==> src/sv/q8bd_pkg.sv <==
// shared types and constants for the q8_0 / bf16 weight dequantizer
package q8bd_pkg;

  localparam int unsigned DATA_W = 8;
  localparam int unsigned VAL_W  = 16;

  localparam logic FMT_BF16 = 1'b0;
  localparam logic FMT_Q8_0 = 1'b1;

  localparam logic STATUS_OK    = 1'b0;
  localparam logic STATUS_TRUNC = 1'b1;

  // work kinds passed from front to back
  typedef enum logic [1:0] {
    KIND_PASS  = 2'd0,
    KIND_QUANT = 2'd1,
    KIND_ERROR = 2'd2
  } kind_t;

  // one queued job
  typedef struct packed {
    kind_t       kind;
    logic [15:0] scale;
    logic [15:0] raw;
    logic        last;
  } job_t;

  // result item
  typedef struct packed {
    logic [15:0] value;
    logic        last;
    logic        status;
  } res_t;

endpackage

==> src/sv/q8bd_front.sv <==
// front end: tracks block position, gathers scale and pairs, emits jobs
module q8bd_front
  import q8bd_pkg::*;
#(
  parameter int unsigned BLOCK_VALUES = 32
) (
  input  logic       clk,
  input  logic       rst,
  input  logic       fmt,
  input  logic       cfg_wr,
  input  logic       in_valid,
  output logic       in_ready,
  input  logic [7:0] data_byte,
  input  logic       last_byte,
  output logic       job_valid,
  input  logic       job_ready,
  output job_t       job
);

  localparam int unsigned BLK_BYTES = BLOCK_VALUES + 2;
  localparam int unsigned POS_W = $clog2(BLK_BYTES);

  logic [POS_W-1:0] pos;
  logic [15:0]      scale;
  logic [7:0]       low_byte;
  logic             take;
  logic             have;
  logic             complete;
  job_t             job_next;

  assign in_ready = job_ready;
  assign take     = in_valid && in_ready;

  // classify the incoming byte
  always_comb begin
    have     = 1'b0;
    complete = 1'b0;
    job_next.kind  = KIND_PASS;
    job_next.scale = scale;
    job_next.raw   = {data_byte, low_byte};
    job_next.last  = last_byte;
    if (fmt == FMT_Q8_0) begin
      if (pos >= POS_W'(2)) begin
        have = 1'b1;
        job_next.kind = KIND_QUANT;
        complete = (pos == POS_W'(BLK_BYTES - 1));
      end
    end else if (pos != '0) begin
      have = 1'b1;
      complete = 1'b1;
    end
    if (last_byte && !complete) begin
      have = 1'b1;
      job_next.kind = KIND_ERROR;
    end
  end

  // position and scale tracking
  always_ff @(posedge clk) begin
    if (rst) begin
      pos <= '0;
    end else if (cfg_wr) begin
      pos <= '0;
    end else if (take) begin
      if (complete || last_byte) begin
        pos <= '0;
      end else begin
        pos <= pos + POS_W'(1);
      end
      if (fmt == FMT_Q8_0 && pos == '0) begin
        scale[7:0] <= data_byte;
      end
      if (fmt == FMT_Q8_0 && pos == POS_W'(1)) begin
        scale[15:8] <= data_byte;
      end
      if (fmt == FMT_BF16 && pos == '0) begin
        low_byte <= data_byte;
      end
    end
  end

  // output register toward the queue
  always_ff @(posedge clk) begin
    if (rst) begin
      job_valid <= 1'b0;
    end else if (job_ready) begin
      job_valid <= take && have;
      job       <= job_next;
    end
  end

endmodule

==> src/sv/q8bd_fifo.sv <==
// small job queue between front and back
module q8bd_fifo
  import q8bd_pkg::*;
(
  input  logic clk,
  input  logic rst,
  input  logic wr_valid,
  output logic wr_ready,
  input  job_t wr_data,
  output logic rd_valid,
  input  logic rd_ready,
  output job_t rd_data
);

  job_t       mem [4];
  logic [1:0] wp;
  logic [1:0] rp;
  logic [2:0] cnt;
  logic       push;
  logic       pop;

  assign wr_ready = (cnt < 3'd3);
  assign rd_valid = (cnt != 3'd0);
  assign rd_data  = mem[rp];
  assign push     = wr_valid && wr_ready;
  assign pop      = rd_valid && rd_ready;

  // pointers and storage
  always_ff @(posedge clk) begin
    if (rst) begin
      wp  <= '0;
      rp  <= '0;
      cnt <= '0;
    end else begin
      if (push) begin
        wp <= wp + 2'd1;
      end
      if (pop) begin
        rp <= rp + 2'd1;
      end
      cnt <= cnt + 3'(push) - 3'(pop);
    end
  end

  always_ff @(posedge clk) begin
    if (push) begin
      mem[wp] <= wr_data;
    end
  end

endmodule

==> src/sv/q8bd_back.sv <==
// back end: pass, or scale times quant, normalize, round to bf16; output register
module q8bd_back
  import q8bd_pkg::*;
(
  input  logic clk,
  input  logic rst,
  input  logic job_valid,
  output logic job_ready,
  input  job_t job,
  output logic res_valid,
  input  logic res_ready,
  output res_t res
);

  // stage 1 registers: product and class
  logic        s1_valid;
  kind_t       s1_kind;
  logic [15:0] s1_raw;
  logic        s1_last;
  logic        s1_sign;
  logic [17:0] s1_p;
  logic signed [6:0] s1_e;
  logic        s1_special;
  logic [15:0] s1_special_val;

  logic        stall;
  logic        adv1;

  // stage 1 combinational
  logic        hs;
  logic [4:0]  ex;
  logic [9:0]  mant;
  logic        qs;
  logic [7:0]  qb;
  logic [7:0]  qmag;
  logic [10:0] sig_in;
  logic signed [6:0] e_in;
  logic        spec;
  logic [15:0] spec_val;

  always_comb begin
    hs   = job.scale[15];
    ex   = job.scale[14:10];
    mant = job.scale[9:0];
    qb   = job.raw[15:8];
    qs   = qb[7];
    qmag = qs ? (8'd0 - qb) : qb;
    if (ex == 5'h1f) begin
      spec = 1'b1;
      if (mant != '0) begin
        spec_val = {hs, 8'hff, mant[9:3]} | 16'h0040;
      end else if (qmag == 8'd0) begin
        spec_val = 16'h7fc0;
      end else begin
        spec_val = {hs ^ qs, 15'h7f80};
      end
    end else begin
      spec     = 1'b0;
      spec_val = '0;
    end
    if (ex == 5'd0) begin
      sig_in = {1'b0, mant};
      e_in   = -7'sd24;
    end else begin
      sig_in = {1'b1, mant};
      e_in   = 7'($signed({2'b00, ex})) - 7'sd25;
    end
  end

  assign stall     = res_valid && !res_ready;
  assign job_ready = !stall;
  assign adv1      = !stall;

  always_ff @(posedge clk) begin
    if (rst) begin
      s1_valid <= 1'b0;
    end else if (adv1) begin
      s1_valid <= job_valid;
    end
  end

  always_ff @(posedge clk) begin
    if (adv1) begin
      s1_kind        <= job.kind;
      s1_raw         <= job.raw;
      s1_last        <= job.last;
      s1_sign        <= hs ^ qs;
      s1_p           <= 18'(sig_in) * 18'(qmag);
      s1_e           <= e_in;
      s1_special     <= spec;
      s1_special_val <= spec_val;
    end
  end

  // stage 2: leading one, round, pack
  logic [4:0]  k;
  logic [17:0] pn;
  logic [8:0]  sig8;
  logic [4:0]  kk;
  logic        gbit;
  logic        sticky;
  logic [7:0]  uexp;
  logic [15:0] qval;
  res_t        res_next;

  always_comb begin
    k = 5'd0;
    for (int i = 0; i < 18; i++) begin
      if (s1_p[i]) begin
        k = 5'(i);
      end
    end
    // align leading one to bit 17
    pn     = s1_p << (5'd17 - k);
    sig8   = {1'b0, pn[17:10]};
    gbit   = pn[9];
    sticky = (pn[8:0] != '0);
    if (gbit && (sticky || sig8[0])) begin
      sig8 = sig8 + 9'd1;
    end
    kk = k;
    if (sig8[8]) begin
      sig8 = 9'd128;
      kk   = k + 5'd1;
    end
    // biased exponent, modulo 256
    uexp = 8'(s1_e) + {3'b000, kk} + 8'd127;
    if (s1_special) begin
      qval = s1_special_val;
    end else if (s1_p == '0) begin
      qval = {s1_sign, 15'd0};
    end else begin
      qval = {s1_sign, uexp, sig8[6:0]};
    end
    res_next.last   = s1_last;
    res_next.status = STATUS_OK;
    case (s1_kind)
      KIND_PASS:  res_next.value = s1_raw;
      KIND_QUANT: res_next.value = qval;
      KIND_ERROR: begin
        res_next.value  = '0;
        res_next.last   = 1'b1;
        res_next.status = STATUS_TRUNC;
      end
      default:    res_next.value = '0;
    endcase
  end

  // output register
  always_ff @(posedge clk) begin
    if (rst) begin
      res_valid <= 1'b0;
    end else if (!stall) begin
      res_valid <= s1_valid;
      res       <= res_next;
    end
  end

endmodule

==> src/sv/q8_0_block_dequantizer_bf16.sv <==
// top level of the q8_0 / bf16 weight stream dequantizer
// usage:
//   s_axis carries one tensor byte per word, s_axis_tlast marks the last byte.
//   m_axis carries one bf16 weight per word; tuser holds the status flag
//   (1 = tensor ended inside a block or pair, value 0, tlast set).
//   cfg writes weights_format (0 bf16 pairs, 1 q8_0 blocks); write only when
//   idle, a write drops any partial block or pair.
// path: the front register loads at the accepting edge, then the queue
//   write, the product stage, and rounding into the output register.
// throughput: one byte per cycle while s_axis_tready is high; set by the single byte input port.
// reset: format returns to q8_0, position to block start, all valids clear.
// stall: when m_axis_tready is low the back end holds, the queue absorbs
//   words in flight and s_axis_tready drops once the queue is full.
module q8_0_block_dequantizer_bf16
  import q8bd_pkg::*;
#(
  parameter int unsigned BLOCK_VALUES = 32
) (
  input  logic        clk,
  input  logic        rst,
  input  logic        s_axis_tvalid,
  output logic        s_axis_tready,
  input  logic [7:0]  s_axis_tdata,   // data_byte
  input  logic        s_axis_tlast,   // last_byte
  output logic        m_axis_tvalid,
  input  logic        m_axis_tready,
  output logic [15:0] m_axis_tdata,   // bf16_value
  output logic        m_axis_tlast,   // last_value
  output logic        m_axis_tuser,   // status
  input  logic        cfg_valid,
  output logic        cfg_ready,
  input  logic        cfg_data
);

  logic fmt;
  logic cfg_wr;
  logic fj_valid, fj_ready;
  job_t fj;
  logic bj_valid, bj_ready;
  job_t bj;
  res_t res;

  assign cfg_ready = 1'b1;
  assign cfg_wr    = cfg_valid && cfg_ready;

  // format register
  always_ff @(posedge clk) begin
    if (rst) begin
      fmt <= FMT_Q8_0;
    end else if (cfg_wr) begin
      fmt <= cfg_data;
    end
  end

  q8bd_front #(.BLOCK_VALUES(BLOCK_VALUES)) u_front (
    .clk(clk), .rst(rst), .fmt(fmt), .cfg_wr(cfg_wr),
    .in_valid(s_axis_tvalid), .in_ready(s_axis_tready),
    .data_byte(s_axis_tdata), .last_byte(s_axis_tlast),
    .job_valid(fj_valid), .job_ready(fj_ready), .job(fj)
  );

  q8bd_fifo u_fifo (
    .clk(clk), .rst(rst),
    .wr_valid(fj_valid), .wr_ready(fj_ready), .wr_data(fj),
    .rd_valid(bj_valid), .rd_ready(bj_ready), .rd_data(bj)
  );

  q8bd_back u_back (
    .clk(clk), .rst(rst),
    .job_valid(bj_valid), .job_ready(bj_ready), .job(bj),
    .res_valid(m_axis_tvalid), .res_ready(m_axis_tready), .res(res)
  );

  assign m_axis_tdata = res.value;
  assign m_axis_tlast = res.last;
  assign m_axis_tuser = res.status;

`ifndef SYNTHESIS
  // error words always close the tensor
  a_err_last: assert property (@(posedge clk) disable iff (rst)
    m_axis_tvalid && m_axis_tuser |-> m_axis_tlast)
    else $error("error word without tlast");

  // error words carry a zero value
  a_err_zero: assert property (@(posedge clk) disable iff (rst)
    m_axis_tvalid && m_axis_tuser |-> m_axis_tdata == 16'd0)
    else $error("error word with nonzero value");

  // stalled output word stays put
  a_hold: assert property (@(posedge clk) disable iff (rst)
    m_axis_tvalid && !m_axis_tready |=> m_axis_tvalid && $stable(m_axis_tdata))
    else $error("output changed under stall");
`endif

endmodule

==> config.mk <==
export PLATFORM = sky130hd
export DESIGN_NAME = q8_0_block_dequantizer_bf16
export DESIGN_NICKNAME = d
export VERILOG_FILES = /design/src/sv/q8bd_pkg.sv /design/src/sv/q8bd_front.sv /design/src/sv/q8bd_fifo.sv /design/src/sv/q8bd_back.sv /design/src/sv/q8_0_block_dequantizer_bf16.sv
export SDC_FILE = /design/constraint.sdc
export NUM_CORES = 1
export LEC_CHECK = 0
export ABC_AREA = 1
export BUFFER_PORTS_ARGS = -buffer_cell sky130_fd_sc_hd__buf_2
export CORE_AREA = 3 3 186 188
export CTS_CLUSTER_DIAMETER = 30
export DETAILED_ROUTE_END_ITERATION = 12
export DIE_AREA = 0 0 189 191
export PLACE_DENSITY_LB_ADDON = 0.2
export SKIP_CTS_REPAIR_TIMING = 1
export SYNTH_ARGS = -nofsm -noshare
export SYNTH_HDL_FRONTEND = slang
export SYNTH_SLANG_ARGS = --single-unit
==> constraint.sdc <==
create_clock -name clk -period 15.4 [get_ports clk]
set_input_delay 0.77 -clock clk [delete_from_list [all_inputs] [get_ports clk]]
set_output_delay 0.77 -clock clk [all_outputs]
set_load 0.005 [all_outputs]
==> results.md, run 1 <==
- Share of cells above drive strength 1: 0.125
- Hold path start: u_front.scale[3]
- Synth cell types: 48
- DRC viols: 0
- Outcome: complete, no violations
- Uppermost layer routed: met4
- Max cap viols: 0
- Post-Syn Instances: 1418
- Most area-consuming cells after synthesis: edfxtp_1 54%, fa_1 7.3%, nand2_1 7.2%, ha_1 5.1%, inv_1 4.2%
- Yosys synthesis warning count: 0
- Sequential fraction of the synthesis area: 0.563
- Reg2reg end: u_back.s1_p[17]
- Setup WS pre-CTS: 7500 ps
- Post-synthesis net count: 1550
- FP Rows: 67
- Gr ovfl total: 0
- Post-DR wirelength/cell: 16.4 um
- GRT Total Usage: 0.184
- Hold Crit Class: reg -> reg
- Final hold viol count: 0
- Clk sink count: 290
- Number of synthesized flops with an enable pin: 271
- H-tree depth: 2
- Reg clk slew, reported paths: roughly 50 ps
- Fillers: 2961
- Worst Path Max Fanout: 70
- TNS Setup: 0 ps
- Pin count of the biggest net entering global routing: between 70 and 80
- Worst-margin pin slew: roughly 1200 ps
- # setup viols final: 0
- Kind of end point of the critical path: flop
- Wire length on met2: 15800 um
- Top-area cell type share of the netlist area: 0.538
- ANT cells: 0
- Clock buffer depth: 3
- Die X: 189 um
- Clk_lat worst skew: about 560 ps
- Routed via count: 9988
- Data arrival, critical path: around 8200 ps
- Met1 wire length: 14400 um
- Top-count cell post-synth: nand2_1
- Min-Delay Path Depth: 0
- Nets@finish: ~1600
- Slew headroom: 0.222
- CTS tree: built
- Synthesized flop and latch total: 290
- Vias in the first global route: roughly 10000
- Starting DRT DRC Count: 609
- Die Ht: 191 um
- Min Tclk post-route: just under 8000 ps
- Ys async rst share: 0
- Hold endpoint: u_front.job[20]
- Initial Util: 0.455
- HPWL after DPL: approximately 23000 um
- Post-Route WL: 32400 um
- WP data required: 15670 ps
- PortBufs: 34
- IO Pins: 36
- Worst reg2reg path depth: 35
- Post-Synthesis Cell Area: 15100 um2
- Layout overhead on the synthesized area: 16.6%
- Slowest CP cell: xor2_1
- Reg-to-reg slack, setup: 7450 ps
- Antenna violations before repair: 0
- Worst Skew: 32.2 ps
- Routed Antenna Nets: 0
- Startpoint Class: flop
- Final period utilization: 0.517
- Yosys top cell by area: edfxtp_1
- Drt pass-1 iters: 6
- Final number of max-transition violations: 0
- Core Footprint: 33300 um2
- Vias per cell: approximately 5
- RSZ-0062 raised after global routing: false
- Gpl congestion: 0.903
- Worst stage delay on the critical path: between 600 and 700 ps
- Final worst setup slack: 7450 ps
- Clock buffer count from CTS: between 50 and 60
- Die area: 36100 um2
- Avg Cell Area, Syn: 10.7 um2
- CTS root buf: clkbuf_16
- Fmax: 126 MHz
- DR WL met3: 1360 um
- First-pass GRT wire length: 52900 um
- Synth cell count leaders: 290 x nand2_1, 271 x edfxtp_1, 169 x inv_1, 142 x nor2_1, 101 x nand3_1
- CP Class: reg -> reg
- Top_reg_cell synth: edfxtp_1
## critical path, delay by kind of cell, from the launching register on
family                     cells  cell delay [ps]
AOI/OAI and AO/OA              6             1200
and+or+nand+nor               12             1180
xor gates and xnor gates       2              810
DFF                            1              300
buffers and inverters          9             1510
adders and majority gates      6             2640
## registers in the layout, indices dropped and copies added, names as in the netlist, named ones only
register               flops
u_front.low_byte           8
u_front.scale             16
u_fifo.cnt                 3
u_back.s1_valid            1
u_back.s1_kind             2
u_front.job               35
u_back.s1_last             1
u_back.res                18
u_back.s1_special          1
u_front.pos                6
u_back.res_valid           1
u_back.s1_e                6
u_fifo.wp                  2
u_front.job_valid          1
u_back.s1_sign             1
u_fifo.rp                  2
u_back.s1_p               18
u_back.s1_raw             16
u_back.s1_special_val      9
u_fifo.mem               140
fmt                        1
## logic make-up (layout without fill, tap and decap cells)
family,count (synthesis),in the layout,share of synthesized area
fa+ha+maj,117,117,0.124
compound gates,151,151,0.0599
xor+xnor,41,41,0.0237
simple gates,596,596,0.172
flops,290,290,0.563
other cells,1,1,0.000248
buf+inv,222,331,0.0573
## layout make-up
cell class / count / area [um2] / area share
flip-flops and latches: 290 / 8520 / 0.483
multi-input cells: 906 / 5790 / 0.328
clock buffers: 63 / 1390 / 0.0785
inverters: 184 / 693 / 0.0393
well taps: 448 / 561 / 0.0318
clock inverters: 39 / 442 / 0.0250
repair buffers: 45 / 253 / 0.0143
## routing by layer
| layer | GRT usage | up-vias |
|---|---|---|
| met5 | 0 | - |
| met4 | 0.0593 | 0 |
| met3 | 0.0317 | 63 |
| met2 | 0.312 | 224 |
| met1 | 0.244 | 4777 |
| li1 | - | 4924 |
## how the worst max path moves through the flow
stage	from	slack (ps)	cells after the start	to
after global routing	flop	6760	35	u_back.s1_p[17]
final	flop	7450	35	u_back.s1_p[17]
after global placement	flop	7630	35	u_back.s1_p[17]
after detailed placement	flop	7500	35	u_back.s1_p[17]
after floorplan	flop	9060	34	u_back.s1_p[17]
after CTS	flop	7430	35	u_back.s1_p[17]
## per-stage QoR
step	instance area, um2	utilization	instances	hold WS [ps]
finish	17600	0.530	1975	414
global route	17600	0.530	1975	408
global placement	15800	0.475	1873	401
CTS	17600	0.530	1975	399
floorplan	15100	-	1418	400
detailed placement	15800	0.475	1873	405
## cell usage in the layout (no fill, tap or decap), types with 4 or more instances in the layout
cell type  synthesis  final
clkbuf_16          0     54
a21oi_1           45     45
nand2_1          290    290
xor2_1            30     30
nor2_4             2      7
clkinv_2           0      8
or2_2             13     13
nor2_1           142    137
a32oi_1           17     17
o21ai_0           53     53
bufinv_16          0      6
clkinv_1           4      9
ha_1              62     62
inv_1            169    167
o31ai_1            4      4
edfxtp_1         271    271
o22ai_1           15     15
dfxtp_1           19     18
clkinv_4           0      9
xnor2_1           11     11
buf_2              7     34
clkbuf_1          26      9
nor3_1             7      7
buf_4              2     11
nor4_1             6      5
nand2_2            9      9
inv_6              0      5
inv_2             10     12
nand3b_1           5      5
fa_1              55     55
nand3_1          101    101
nand4_1            7      7
a22o_1             5      5
Power of run 1 is left out: the tool's default activity adds up to more than one toggle a clock period on the data nets, which glitch-free logic cannot reach.
==> run 2: changes to the inputs <==
ABC_AREA = 0   (was 1)
CORE_AREA = 3 3 188 190   (was 3 3 186 188)
DIE_AREA = 0 0 191 193   (was 0 0 189 191)
clock period = 7 ns   (was 15.4 ns; I/O delays follow)
==> run 2 against run 1 <==
  * Synthesized area up 2.2%
  * Die area up 2.1%
  * Non-clock buffer count up 21
  * Final cell count down 11%
  * Worst setup slack worse by 7000 ps
==> results.md, run 2 <==
- Kind of end point of the critical path: flop
- Die Ht: between 150 and 200 um
- Avg Cell Area, Syn: 13.1 um2
- First-pass GRT wire length: 51600 um
- Final number of max-transition violations: 0
- Gr ovfl total: 0
- Startpoint Class: flop
- Layout overhead on the synthesized area: 17.1%
- Post-synthesis net count: 1313
- Hold slack: 22.1 ps
- IO Pins: 36
- Fillers: between 2000 and 3000
- Post-Route WL: ~32000 um
- RSZ-0062 raised after global routing: false
- Routed via count: 9270
- Nets@finish: 1388
- Initial Util: 0.460
- Most frequent cells in the layout: 271 x edfxtp_1, 107 x inv_1, 91 x nor2_1
- Largest register by flop count: u_fifo.mem
- Top-count cell post-synth: edfxtp_1
- Fmax: 152 MHz
- Synth cell types: 85
- Core Footprint: 33600 um2
- Antenna violations before repair: 0
- GRT Total Usage: 0.179
- Leading cell type in the layout, fill and taps excluded: edfxtp_1
- Share of cells above drive strength 1: 0.178
- Worst reg2reg path depth: 19
- Clk sink count: 290
- Met1 wire length: 13700 um
- Vias per cell: around 5.3
- H-tree depth: 2
- Clock buffer count from CTS: 53
- Final hold viol count: 0
- DRC viols: 0
- CTS root buf: clkbuf_16
- Die X: 191 um
- Hold Crit Class: in -> reg
- Most area-consuming cells after synthesis: edfxtp_1 53%, fa_1 7.1%, ha_1 5.0%, mux4_2 5.0%, inv_1 2.6%
- # setup viols final: 0
- Clk_lat worst skew: 570 ps
- Final period utilization: 0.943
- Post-DR wirelength/cell: 18.4 um
- Uppermost layer routed: met4
- Outcome: complete, no violations
- Reg clk slew, reported paths: 50 ps
- Worst-margin pin slew: 949 ps
- Post-Synthesis Cell Area: 15500 um2
- Worst Path Max Fanout: 10
- Crit path to: u_back.s1_p[17]
- Die area: between 30000 and 40000 um2
- Post-Syn Instances: approximately 1200
- Min Tclk post-route: 6600 ps
- Synth cell count leaders: 271 x edfxtp_1, 108 x inv_1, 91 x nor2_1, 68 x nand2_1, 62 x ha_1
- CP Class: reg -> reg
- Top-area cell type share of the netlist area: 0.526
- Gpl congestion: 0.868
- FP Rows: 67
- Sequential fraction of the synthesis area: 0.551
- Top_reg_cell synth: edfxtp_1
- Max cap viols: 0
- Number of synthesized flops with an enable pin: 271
- Slew headroom: 0.367
- Worst Skew: 50.3 ps
- Reg-to-reg slack, setup: ~400 ps
- Drt pass-1 iters: 4
- TNS Setup: 0 ps
- Yosys top cell by area: edfxtp_1
- CTS tree: built
- Routed Antenna Nets: 0
- Largest register FFs: 140
- Vias in the first global route: 9583
- Yosys synthesis warning count: 0
- Clock buffer depth: 3
- Pin count of the biggest net entering global routing: 55
- PortBufs: 34
- Largest regs: u_fifo.mem x140, u_front.job x35
- ANT cells: 0
- WP data required: 7260 ps
- Placed Area: 16200 um2
- Starting DRT DRC Count: 530
- HPWL after DPL: 23100 um
- Ys async rst share: 0
- Wire length on met2: about 16000 um
- Post-route cell area: 18100 um2
- Reg2reg end: u_back.s1_p[17]
- DR WL met3: 1130 um
- Final core occ: 0.539
- Data arrival, critical path: approximately 6900 ps
- Synthesized flop and latch total: 290
-- run 2: changes by cell type after synthesis, sizes merged, moves of 18 or more --
| cell | before | now |
|---|---|---|
| mux4 | 0 | 34 |
| inv | 180 | 109 |
| nand2b | 0 | 20 |
| nand2 | 302 | 68 |
| nand3 | 106 | 12 |
| nor2b | 0 | 48 |
| nor2 | 147 | 94 |
| and2 | 2 | 22 |
| o21ai | 56 | 38 |
-- run 2: cell type report --
cell class              instances  area [um2]  area share
repair buffers                 66         415      0.0229
inverters                     109         409      0.0226
multi-input cells             736        6350       0.351
well taps                     448         561      0.0310
clock buffers                  57        1340      0.0741
clock inverters                42         503      0.0278
flip-flops and latches        290        8520       0.471
-- run 2: per-stage QoR --
step | cells | setup slack, ps
global placement | 1647 | 467
CTS | 1746 | 350
detailed placement | 1647 | 429
floorplan | 1181 | 312
finish | 1748 | 399
global route | 1748 | 2.57
-- run 2: routing by layer --
| layer | global-route usage | up-vias |
|---|---|---|
| li1 | - | 4455 |
| met1 | 0.227 | 4556 |
| met2 | 0.313 | 193 |
| met3 | 0.0269 | 66 |
| met4 | 0.0675 | 0 |
| met5 | 0 | - |
-- run 2: logic make-up after synthesis --
kind of cell	count (synthesis)	share of synthesized area
xor gates and xnor gates	49	0.0287
and+or+nand+nor	336	0.115
buffers and inverters	155	0.0403
other	1	0.000243
muxes	51	0.0612
adders and majority gates	117	0.121
DFF	290	0.551
AOI/OAI and AO/OA	182	0.0822
-- run 2: worst min path at each step --
stage                                 start  slack (ps)  cells after the start               to
final                          s_axis_tlast          20                      1   u_front.job[0]
after global routing           s_axis_tlast          20                      1   u_front.job[0]
after CTS                          cfg_data         -30                      3              fmt
after detailed placement  u_front.scale[13]         400                      0  u_front.job[30]
after global placement     u_front.scale[5]         400                      0  u_front.job[22]
after floorplan            u_front.scale[0]         400                      0  u_front.job[17]
-- run 2: worst max-delay path, stage by stage, from the launching register on --
cell and delay, ps:
dfxtp_2 520, mux4_2 600, or3_1 370, or3_1 400, nor4b_2 320, nand2b_1 130
fa_1 520, fa_1 520, fa_1 540, inv_1 50, fa_1 470, ha_1 330
a21boi_0 150, o21ai_0 220, a21boi_0 140, o21ai_0 230, a21oi_1 130, o41a_1 360
a31oi_1 220, xnor2_1 80
Power of run 2 is left out for the same reason.
